[config.mk]
export PLATFORM = sky130hd
export DESIGN_NAME = scrambled_bpsk_rrc_shaper_top_flat
export DESIGN_NICKNAME = d
export VERILOG_FILES = /design/src/rtl/core/sbrs_pkg.sv /design/src/rtl/core/sbrs_if.sv /design/src/rtl/core/sbrs_filter.sv /design/src/rtl/core/scrambled_bpsk_rrc_shaper_top.sv /design/src/flat_wrapper.sv
export SDC_FILE = /design/constraint.sdc
export NUM_CORES = 2
export LEC_CHECK = 0
export BUFFER_PORTS_ARGS = -buffer_cell sky130_fd_sc_hd__buf_2
export CORE_ASPECT_RATIO = 1.75
export CORE_UTILIZATION = 45
export CTS_CLUSTER_DIAMETER = 80
export DETAILED_ROUTE_END_ITERATION = 8
export GPL_TIMING_DRIVEN = 0
export HOLD_SLACK_MARGIN = 0.1
export SYNTH_ARGS = -nofsm -noshare
export SYNTH_HDL_FRONTEND = slang
export SYNTH_HIERARCHICAL = 1
export SYNTH_SLANG_ARGS = --single-unit
[constraint.sdc]
create_clock -name i_clk -period 15 [get_ports i_clk]
set_input_delay 0.75 -clock i_clk [delete_from_list [all_inputs] [get_ports i_clk]]
set_output_delay 0.75 -clock i_clk [all_outputs]
set_load 0.03 [all_outputs]
[src/rtl/core/sbrs_pkg.sv]
// shared types and constants of the scrambled bpsk rrc shaper
package sbrs_pkg;

    localparam int OVERSAMPLE_DEF = 4;
    localparam int MAX_TAPS_DEF   = 48;

    localparam int TAP_IDX_W  = 6;
    localparam int TAP_W      = 16;
    localparam int SAMPLE_W   = 22;
    localparam int SCR_W      = 23;
    localparam int TIU_W      = 6;
    localparam int CFG_IDX_W  = 2;
    localparam int CFG_DATA_W = 23;

    localparam int SAMPLE_MAX = 2097151;
    localparam int SAMPLE_MIN = -2097152;

    localparam logic [TIU_W-1:0] TIU_RST = 6'd45;
    localparam logic [SCR_W-1:0] SCR_RST = '0;

    // scrambler feedback taps for x^23 + x^18 + 1
    localparam int SCR_TAP_A = 22;
    localparam int SCR_TAP_B = 17;

    localparam logic [CFG_IDX_W-1:0] CFG_TAPS_IN_USE = 2'd0;
    localparam logic [CFG_IDX_W-1:0] CFG_SCR_SEED    = 2'd1;

    typedef enum logic {
        REQ_TAP  = 1'b0,
        REQ_DATA = 1'b1
    } t_req;

    typedef struct packed {
        logic                 we;
        logic [TAP_IDX_W-1:0] idx;
        logic [TAP_W-1:0]     value;
    } t_tap_wr;

    typedef struct packed {
        logic vld;
        logic sbit;
    } t_iss;

endpackage

[src/rtl/core/sbrs_if.sv]
// valid/ready channel interfaces for input items, samples and register writes
interface sbrs_in_if import sbrs_pkg::*; ();
    logic                       valid;
    logic                       ready;
    logic                       req_type;
    logic [TAP_IDX_W-1:0]       tap_index;
    logic signed [TAP_W-1:0]    tap_value;
    logic                       data_bit;

    modport source (output valid, req_type, tap_index, tap_value, data_bit, input ready);
    modport sink   (input valid, req_type, tap_index, tap_value, data_bit, output ready);
endinterface

interface sbrs_out_if import sbrs_pkg::*; ();
    logic                       valid;
    logic                       ready;
    logic signed [SAMPLE_W-1:0] sample_out;
    logic [1:0]                 phase;
    logic                       scrambled_bit;
    logic                       last_of_symbol;

    modport source (output valid, sample_out, phase, scrambled_bit, last_of_symbol,
                    input ready);
    modport sink   (input valid, sample_out, phase, scrambled_bit, last_of_symbol,
                    output ready);
endinterface

interface sbrs_cfg_if import sbrs_pkg::*; ();
    logic                  valid;
    logic                  ready;
    logic [CFG_IDX_W-1:0]  index;
    logic [CFG_DATA_W-1:0] data;

    modport source (output valid, index, data, input ready);
    modport sink   (input valid, index, data, output ready);
endinterface

[src/rtl/core/sbrs_filter.sv]
// polyphase tap memory, term selection, adder tree and output register
module sbrs_filter import sbrs_pkg::*; #(
    parameter int OVERSAMPLE = OVERSAMPLE_DEF,
    parameter int MAX_TAPS   = MAX_TAPS_DEF,
    localparam int HD        = (MAX_TAPS + OVERSAMPLE - 1) / OVERSAMPLE,
    localparam int PH_W      = $clog2(OVERSAMPLE)
) (
    input  logic              i_clk,
    input  logic              i_rst_n,
    input  t_tap_wr           i_tap_wr,
    input  t_iss              i_iss,
    input  logic [PH_W-1:0]   i_phase,
    input  logic [HD-1:0]     i_hpres,
    input  logic [HD-1:0]     i_hneg,
    input  logic [TIU_W-1:0]  i_tiu,
    output logic              o_iss_rdy,
    sbrs_out_if.source        o_out
);

    localparam int NG     = (HD + 3) / 4;
    localparam int PART_W = TAP_W + 3;
    localparam int ACC_W  = PART_W + $clog2(NG + 1) + 4;
    localparam logic signed [ACC_W-1:0] SAT_HI = ACC_W'(SAMPLE_MAX);
    localparam logic signed [ACC_W-1:0] SAT_LO = ACC_W'(SAMPLE_MIN);
    localparam logic [PH_W-1:0]         PH_LAST = PH_W'(OVERSAMPLE - 1);

    // row q holds taps q, q+OVERSAMPLE, q+2*OVERSAMPLE, ... one per lane
    logic [TAP_W-1:0] mem [OVERSAMPLE][HD];
    logic             r_tv [MAX_TAPS];
    logic [OVERSAMPLE-1:0] w_hit [HD];

    logic                     r_b_v, r_c_v, r_d_v;
    logic                     b_rdy, c_rdy, d_rdy, w_issue;
    logic [TAP_W-1:0]         r_b_tap [HD];
    logic [HD-1:0]            r_b_mask, r_b_neg, n_mask;
    logic [PH_W-1:0]          r_b_phase, r_c_phase, r_d_phase;
    logic                     r_b_bit, r_c_bit, r_d_bit, r_d_last;
    logic signed [PART_W-1:0] n_part [NG];
    logic signed [PART_W-1:0] r_c_part [NG];
    logic signed [ACC_W-1:0]  n_acc, n_sat;
    logic signed [SAMPLE_W-1:0] r_d_sample;

    assign d_rdy     = !r_d_v || o_out.ready;
    assign c_rdy     = !r_c_v || d_rdy;
    assign b_rdy     = !r_b_v || c_rdy;
    assign w_issue   = i_iss.vld && b_rdy;
    assign o_iss_rdy = b_rdy;

    genvar t, l, q;
    generate
        for (t = 0; t < MAX_TAPS; t++) begin : g_tap
            localparam int R = t % OVERSAMPLE;
            localparam int L = t / OVERSAMPLE;
            always_ff @(posedge i_clk) begin
                if (i_tap_wr.we && int'(i_tap_wr.idx) == t) begin
                    mem[R][L] <= i_tap_wr.value;
                end
            end
            // never-loaded taps read as zero
            always_ff @(posedge i_clk) begin
                if (!i_rst_n) begin
                    r_tv[t] <= 1'b0;
                end else if (i_tap_wr.we && int'(i_tap_wr.idx) == t) begin
                    r_tv[t] <= 1'b1;
                end
            end
        end

        for (l = 0; l < HD; l++) begin : g_lane
            for (q = 0; q < OVERSAMPLE; q++) begin : g_ph
                localparam int T = q + OVERSAMPLE * l;
                if (T < MAX_TAPS) begin : g_in
                    assign w_hit[l][q] = r_tv[T] && (int'(i_tiu) > T);
                end else begin : g_out
                    assign w_hit[l][q] = 1'b0;
                end
            end
            assign n_mask[l] = w_hit[l][i_phase] & i_hpres[l];

            always_ff @(posedge i_clk) begin
                if (w_issue) begin
                    r_b_tap[l] <= mem[i_phase][l];
                end
            end
        end
    endgenerate

    always_ff @(posedge i_clk) begin
        if (!i_rst_n) begin
            r_b_v <= 1'b0;
            r_c_v <= 1'b0;
            r_d_v <= 1'b0;
        end else begin
            if (b_rdy) begin
                r_b_v <= w_issue;
            end
            if (c_rdy) begin
                r_c_v <= r_b_v;
            end
            if (d_rdy) begin
                r_d_v <= r_c_v;
            end
        end
    end

    always_ff @(posedge i_clk) begin
        if (w_issue) begin
            r_b_mask  <= n_mask;
            r_b_neg   <= i_hneg;
            r_b_phase <= i_phase;
            r_b_bit   <= i_iss.sbit;
        end
    end

    // signed terms summed in groups of four lanes
    always_comb begin
        int li;
        for (int g = 0; g < NG; g++) begin
            n_part[g] = '0;
            for (int k = 0; k < 4; k++) begin
                li = 4 * g + k;
                if (li < HD) begin
                    if (r_b_mask[li]) begin
                        if (r_b_neg[li]) begin
                            n_part[g] = n_part[g] - PART_W'($signed(r_b_tap[li]));
                        end else begin
                            n_part[g] = n_part[g] + PART_W'($signed(r_b_tap[li]));
                        end
                    end
                end
            end
        end
    end

    always_ff @(posedge i_clk) begin
        if (c_rdy && r_b_v) begin
            r_c_part  <= n_part;
            r_c_phase <= r_b_phase;
            r_c_bit   <= r_b_bit;
        end
    end

    always_comb begin
        n_acc = '0;
        for (int g = 0; g < NG; g++) begin
            n_acc = n_acc + ACC_W'(r_c_part[g]);
        end
        if (n_acc > SAT_HI) begin
            n_sat = SAT_HI;
        end else if (n_acc < SAT_LO) begin
            n_sat = SAT_LO;
        end else begin
            n_sat = n_acc;
        end
    end

    always_ff @(posedge i_clk) begin
        if (d_rdy && r_c_v) begin
            r_d_sample <= SAMPLE_W'(n_sat);
            r_d_phase  <= r_c_phase;
            r_d_bit    <= r_c_bit;
            r_d_last   <= (r_c_phase == PH_LAST);
        end
    end

    assign o_out.valid          = r_d_v;
    assign o_out.sample_out     = r_d_sample;
    assign o_out.phase          = 2'(r_d_phase);
    assign o_out.scrambled_bit  = r_d_bit;
    assign o_out.last_of_symbol = r_d_last;

endmodule

[src/rtl/core/scrambled_bpsk_rrc_shaper_top.sv]
// Scrambled BPSK root-raised-cosine pulse shaper.
// i_in carries items: req_type 0 loads tap_value into tap tap_index, req_type 1
// carries one data bit. The bit is scrambled (x^23+x^18+1, self-synchronizing),
// mapped to +1/-1 and shaped by a polyphase FIR whose taps sit in a memory with
// one row per phase, all taps of a phase in one row.
// o_out gives OVERSAMPLE samples per data bit, phase 0 first, last_of_symbol on
// the final one. i_cfg writes taps_in_use (index 0) and scrambler_seed (index 1,
// also reloads the scrambler); it is always ready and is to be used only while
// idle; the block does not enforce this. A bit's first sample passes the phase
// sequencer and filter registers b, c and d. Bits are read one phase row per
// cycle while the filter is ready, via the single read port of the tap memory.
// A new beat is taken in the cycle the last phase of the previous bit is read,
// so bits flow without gaps. A stalled receiver fills stages d, c and b and the
// phase sequencer, then the input deasserts ready. Reset (synchronous, active
// low) marks taps unloaded (they read as zero), clears the symbol history, the
// scrambler state and the pipeline, and sets taps_in_use to 45.
module scrambled_bpsk_rrc_shaper_top import sbrs_pkg::*; #(
    parameter int OVERSAMPLE = OVERSAMPLE_DEF,
    parameter int MAX_TAPS   = MAX_TAPS_DEF
) (
    input  logic       i_clk,
    input  logic       i_rst_n,
    sbrs_in_if.sink    i_in,
    sbrs_cfg_if.sink   i_cfg,
    sbrs_out_if.source o_out
);

    localparam int HD   = (MAX_TAPS + OVERSAMPLE - 1) / OVERSAMPLE;
    localparam int PH_W = $clog2(OVERSAMPLE);
    localparam logic [PH_W-1:0] PH_LAST = PH_W'(OVERSAMPLE - 1);

    logic [SCR_W-1:0] r_scr;
    logic [TIU_W-1:0] r_tiu;
    logic             r_busy, r_bit;
    logic [PH_W-1:0]  r_phase;
    logic [HD-1:0]    r_hpres, r_hneg;
    logic             w_iss_rdy, w_accept, w_data, n_bit;
    t_tap_wr          w_tap_wr;
    t_iss             w_iss;

    assign i_in.ready = !r_busy || (r_phase == PH_LAST && w_iss_rdy);
    assign w_accept   = i_in.valid && i_in.ready;
    assign w_data     = w_accept && (i_in.req_type == REQ_DATA);
    assign n_bit      = i_in.data_bit ^ r_scr[SCR_TAP_A] ^ r_scr[SCR_TAP_B];

    assign w_tap_wr.we    = w_accept && (i_in.req_type == REQ_TAP);
    assign w_tap_wr.idx   = i_in.tap_index;
    assign w_tap_wr.value = i_in.tap_value;

    assign w_iss.vld  = r_busy;
    assign w_iss.sbit = r_bit;

    assign i_cfg.ready = 1'b1;

    // configuration and scrambler state
    always_ff @(posedge i_clk) begin
        if (!i_rst_n) begin
            r_tiu <= TIU_RST;
            r_scr <= SCR_RST;
        end else if (i_cfg.valid) begin
            case (i_cfg.index)
                CFG_TAPS_IN_USE: r_tiu <= i_cfg.data[TIU_W-1:0];
                CFG_SCR_SEED:    r_scr <= i_cfg.data[SCR_W-1:0];
                default: ;
            endcase
        end else if (w_data) begin
            r_scr <= {r_scr[SCR_W-2:0], n_bit};
        end
    end

    // symbol history: present flag and sign, newest in lane 0
    always_ff @(posedge i_clk) begin
        if (!i_rst_n) begin
            r_hpres <= '0;
            r_hneg  <= '0;
        end else if (w_data) begin
            r_hpres[0] <= 1'b1;
            r_hneg[0]  <= ~n_bit;
            for (int i = 1; i < HD; i++) begin
                r_hpres[i] <= r_hpres[i-1];
                r_hneg[i]  <= r_hneg[i-1];
            end
        end
    end

    // phase sequencer: one tap row read per cycle while the filter is ready
    always_ff @(posedge i_clk) begin
        if (!i_rst_n) begin
            r_busy  <= 1'b0;
            r_phase <= '0;
        end else if (w_data) begin
            r_busy  <= 1'b1;
            r_phase <= '0;
        end else if (r_busy && w_iss_rdy) begin
            if (r_phase == PH_LAST) begin
                r_busy <= 1'b0;
            end else begin
                r_phase <= r_phase + PH_W'(1);
            end
        end
    end

    always_ff @(posedge i_clk) begin
        if (w_data) begin
            r_bit <= n_bit;
        end
    end

    sbrs_filter #(
        .OVERSAMPLE (OVERSAMPLE),
        .MAX_TAPS   (MAX_TAPS)
    ) u_filter (
        .i_clk     (i_clk),
        .i_rst_n   (i_rst_n),
        .i_tap_wr  (w_tap_wr),
        .i_iss     (w_iss),
        .i_phase   (r_phase),
        .i_hpres   (r_hpres),
        .i_hneg    (r_hneg),
        .i_tiu     (r_tiu),
        .o_iss_rdy (w_iss_rdy),
        .o_out     (o_out)
    );

endmodule

[src/flat_wrapper.sv]
// flat-port wrapper written by rule: the top's interface ports become plain ports
module scrambled_bpsk_rrc_shaper_top_flat import sbrs_pkg::*;
#(
    parameter int OVERSAMPLE = OVERSAMPLE_DEF,
    parameter int MAX_TAPS   = MAX_TAPS_DEF
)
  (i_clk, i_rst_n, i_in_valid, i_in_req_type, i_in_tap_index, i_in_tap_value, i_in_data_bit, i_in_ready, i_cfg_valid, i_cfg_index, i_cfg_data, i_cfg_ready, o_out_valid, o_out_sample_out, o_out_phase, o_out_scrambled_bit, o_out_last_of_symbol, o_out_ready);
  sbrs_in_if i_in_i ();
  sbrs_cfg_if i_cfg_i ();
  sbrs_out_if o_out_i ();
  input  logic i_clk;
  input  logic i_rst_n;
  input wire logic [$bits(i_in_i.valid)-1:0] i_in_valid;
  input wire logic [$bits(i_in_i.req_type)-1:0] i_in_req_type;
  input wire logic [$bits(i_in_i.tap_index)-1:0] i_in_tap_index;
  input wire logic [$bits(i_in_i.tap_value)-1:0] i_in_tap_value;
  input wire logic [$bits(i_in_i.data_bit)-1:0] i_in_data_bit;
  output wire logic [$bits(i_in_i.ready)-1:0] i_in_ready;
  input wire logic [$bits(i_cfg_i.valid)-1:0] i_cfg_valid;
  input wire logic [$bits(i_cfg_i.index)-1:0] i_cfg_index;
  input wire logic [$bits(i_cfg_i.data)-1:0] i_cfg_data;
  output wire logic [$bits(i_cfg_i.ready)-1:0] i_cfg_ready;
  output wire logic [$bits(o_out_i.valid)-1:0] o_out_valid;
  output wire logic [$bits(o_out_i.sample_out)-1:0] o_out_sample_out;
  output wire logic [$bits(o_out_i.phase)-1:0] o_out_phase;
  output wire logic [$bits(o_out_i.scrambled_bit)-1:0] o_out_scrambled_bit;
  output wire logic [$bits(o_out_i.last_of_symbol)-1:0] o_out_last_of_symbol;
  input wire logic [$bits(o_out_i.ready)-1:0] o_out_ready;
  assign i_in_i.valid = i_in_valid;
  assign i_in_i.req_type = i_in_req_type;
  assign i_in_i.tap_index = i_in_tap_index;
  assign i_in_i.tap_value = i_in_tap_value;
  assign i_in_i.data_bit = i_in_data_bit;
  assign i_in_ready = i_in_i.ready;
  assign i_cfg_i.valid = i_cfg_valid;
  assign i_cfg_i.index = i_cfg_index;
  assign i_cfg_i.data = i_cfg_data;
  assign i_cfg_ready = i_cfg_i.ready;
  assign o_out_valid = o_out_i.valid;
  assign o_out_sample_out = o_out_i.sample_out;
  assign o_out_phase = o_out_i.phase;
  assign o_out_scrambled_bit = o_out_i.scrambled_bit;
  assign o_out_last_of_symbol = o_out_i.last_of_symbol;
  assign o_out_i.ready = o_out_ready;
  scrambled_bpsk_rrc_shaper_top #(.OVERSAMPLE(OVERSAMPLE), .MAX_TAPS(MAX_TAPS)) u_core (.i_clk(i_clk), .i_rst_n(i_rst_n), .i_in(i_in_i), .i_cfg(i_cfg_i), .o_out(o_out_i));
endmodule
==> metrics.yaml <==
ys_warn_count: 6
cts_buffers: 105
syn-cell-area_sq_um: 58200
synth-xor-area-share_pct: 4.71
die_y_um: 478
drt.antenna.violating_nets: 0
h-tree-depth: 3
rows: 174
rsz0062_at_grt: "no"
dieArea_sq_um: 131000
use_met1_pct: 28.8
drt-initial-drc-count: 3127
cap_viol_max_count: 0
async_flop_share_pct: 0
place_congestion: 0.925
start_util_pct: 45.3
ios: 83
cts_tree: "done"
cp_top_family: "compound AO/OA/AOI/OAI gates"
nNetsFinal: 4820
synth_seq_area_share_pct: 59.9
synth_top_cell_area_share_pct: 57.8
setup.worst_path.end_class: "flop"
cp-start-kind: "flop"
met2_usage_pct: 50.3
clockBufferDepth: 3
via_per_inst: 5.89
p_sw_share_pct: 27.1
cts_resized: 0
p_switching_mw: 2.20
synth_ff_type: "edfxtp_1"
maxSlewViolCount: 0
cts_hold_buf: 0
vias: 37200
syn_to_final_growth_pct: 12.6
port_buffers: 78
final_util_pct: 51.1
layout_commonest_cell: "edfxtp_1"
violations: "DRC"
p_seq_share_pct: 45.9
grt_busiest_layer: "met2"
status: "complete, but fails checks"
drc: 28
relSlewSlack_pct: 3.24
cpPeakStageDelay_ps: 830
syn_inst: 4297
synth_top_area_cell: "edfxtp_1"
synth_seq_cells: 1181
cts.sinks: 1181
finalHoldViolCount: 0
synth.net_count: 4574
fin_setup_tns_ps: 0
fp.dieW_um: 274
leakagePower_nw: 24.2
overflow: 0
core_area_sq_um: 128000
routed_wl_mm: 174
p_total_mw: 8.09
power_frac_comb_pct: 18.0
critPathSlowestCell: "a2111oi_0"
final_cell_mix: "1121 x edfxtp_1, 428 x nor2_1, 236 x xnor2_1"
report.final.setup_viol: 0
firstDrtPassIters: 9
synthMuxAreaShare_pct: 9.97
ys_top_cells_by_area: "edfxtp_1 58%, mux4_2 7.5%, ha_1 4.2%, xnor2_1 3.5%, nor2_1 3.0%"
root_buffer: "clkbuf_16"
finalCriticalPeriod_ps: 8920
avgSynthCellArea_sq_um: 13.6
synth_top_family_by_area: "multiplexers"
worstPathRequired_ps: 15400
tightest_slew_ps: 1440
dpl.hpwl_mm: 137
grt_pass1_wl_mm: 252
cp_num_buf_inv: 2
synthAdderAreaFrac_pct: 5.17
skew_ps: 40.5
clockPowerShare_pct: 36.1
crit_arrival_ps: 9320
power.internal_mw: 5.90
cellPowerDensity_nw_per_um2: 123
grt_antenna_before_repair: 12
critPathMaxFanout: 7
clock.fmax_mhz: 112
criticalPathCategory: "flop to flop"
synth_edf_count: 1121
period_share_pct: 59.5
nFillCells: 10900
grt_util_met3_pct: 3.04
hold_class: "primary input to flop"
grt_use_total_pct: 26.8
synthSimpleGateAreaFrac_pct: 9.29
grt_max_degree: 33
clk_latency_ps: 740
reg2reg_setup_slack_ps: 6080
wire_per_inst_um: 27.6
first_global_vias: 37700
ir_worst_vdd_uv: 92.2
final_layout_size_suffix_gt1_share_pct: 14.9
synth.distinct_cells: 91
clk_pin_slew_ps: 70
cts_setup_buffers: 0
synth_compound_area_share_pct: 8.86
==> metrics by stage <==
stage | instances | hold WS [ps] | setup slack [ps] | instance area, sq um
2_1_floorplan | 4297 | 400 | 1960 | 58200
3_3_place_gp | 6047 | 403 | -4790 | 60700
3_5_place_dp | 6108 | 408 | 6060 | 61800
4_1_cts | 6303 | 216 | 6030 | 65600
5_1_grt | 6304 | 269 | 5360 | 65600
6_report | 6309 | 273 | 6080 | 65600
==> worst paths after layout <==
kind | from | cells after the start | endpoint
max reg2reg | u_core/u_filter/r_b_tap[0][2]$_DFFE_PP_ | 33 | u_core/u_filter/r_c_part[56]$_DFFE_PP_
max | u_core/u_filter/r_b_tap[0][2]$_DFFE_PP_ | 33 | u_core/u_filter/r_c_part[56]$_DFFE_PP_
min | i_cfg_data[3] | 3 | u_core/r_tiu[3]$_SDFFE_PN1P_
min reg2reg | u_core/u_filter/r_b_phase[0]$_DFFE_PP_ | 0 | u_core/u_filter/r_c_phase[0]$_DFFE_PP_
==> synth_stat cells, drive strengths merged, types with 32 or more instances <==
cell type,number
mux4,193
nor2b,61
nand2,197
mux2i,59
dfxtp,60
xnor2,238
nand3,66
nor2,473
o21a,42
buf,50
inv,128
nor3,114
xor2,63
and2,70
o21ai,196
ha,194
a31oi,40
nand2b,36
edfxtp,1121
mux2,77
nor4,32
a21o,61
a21oi,216
clkbuf,135
==> sequential cells by signal, summed over array words and instances (netlist names), 6 cells and up <==
signal	flops
u_core/u_filter/r_b_neg	12
u_core/r_tiu	6
u_core/u_filter/r_c_part	57
u_core/u_filter/mem	768
u_core/u_filter/r_tv	48
u_core/r_hpres	12
u_core/u_filter/o_out.sample_out	22
u_core/r_scr	23
u_core/r_hneg	12
u_core/u_filter/r_b_tap	192
u_core/u_filter/r_b_mask	12
==> per-layer routing <==
layer | wire (um) | share of wire (%)
met1 | 59400 | 34
met2 | 94700 | 54
met3 | 9020 | 5.2
met4 | 11000 | 6.3
met5 | 62 | 0.036
==> power groups by stage <==
stage / Sequential, mW / Combinational, mW / Clock, mW
2_1_floorplan: 3.78 / 1.03 / 0
5_1_grt: 3.72 / 1.60 / 3.08
3_5_place_dp: 3.78 / 1.45 / 0
6_report: 3.71 / 1.46 / 2.92
3_3_place_gp: 3.81 / 1.42 / 0
4_1_cts: 3.71 / 1.46 / 2.97
==> worst min-delay path: stages <==
cell and delay (ps):
buf_2 100, mux2i_1 70, nand2_1 60
==> area by class of cell <==
type / count / area [sq um] / area share [%]
tap: 1672 / 2090 / 3.19
clock buffer: 118 / 2710 / 4.13
sequential: 1181 / 34900 / 53.2
multi-input combinational: 2796 / 22300 / 34.0
inverter: 135 / 507 / 0.773
timing repair buffer: 139 / 1340 / 2.04
clock inverter: 77 / 1010 / 1.54
buffer: 185 / 731 / 1.11
antenna: 6 / 15.0 / 0.0229
==> logic make-up (layout without fill, tap and decap cells) <==
group,Yosys count,after routing
flip-flops,1181,1181
AND/OR/NAND/NOR,1155,1155
AO/OA/AOI/OAI,783,783
multiplexers,329,329
buffers and inverters,320,654
XOR/XNOR,305,305
adder cells (fa/ha/maj),223,223
other,1,7
Power figures use the tool's default switching activity.
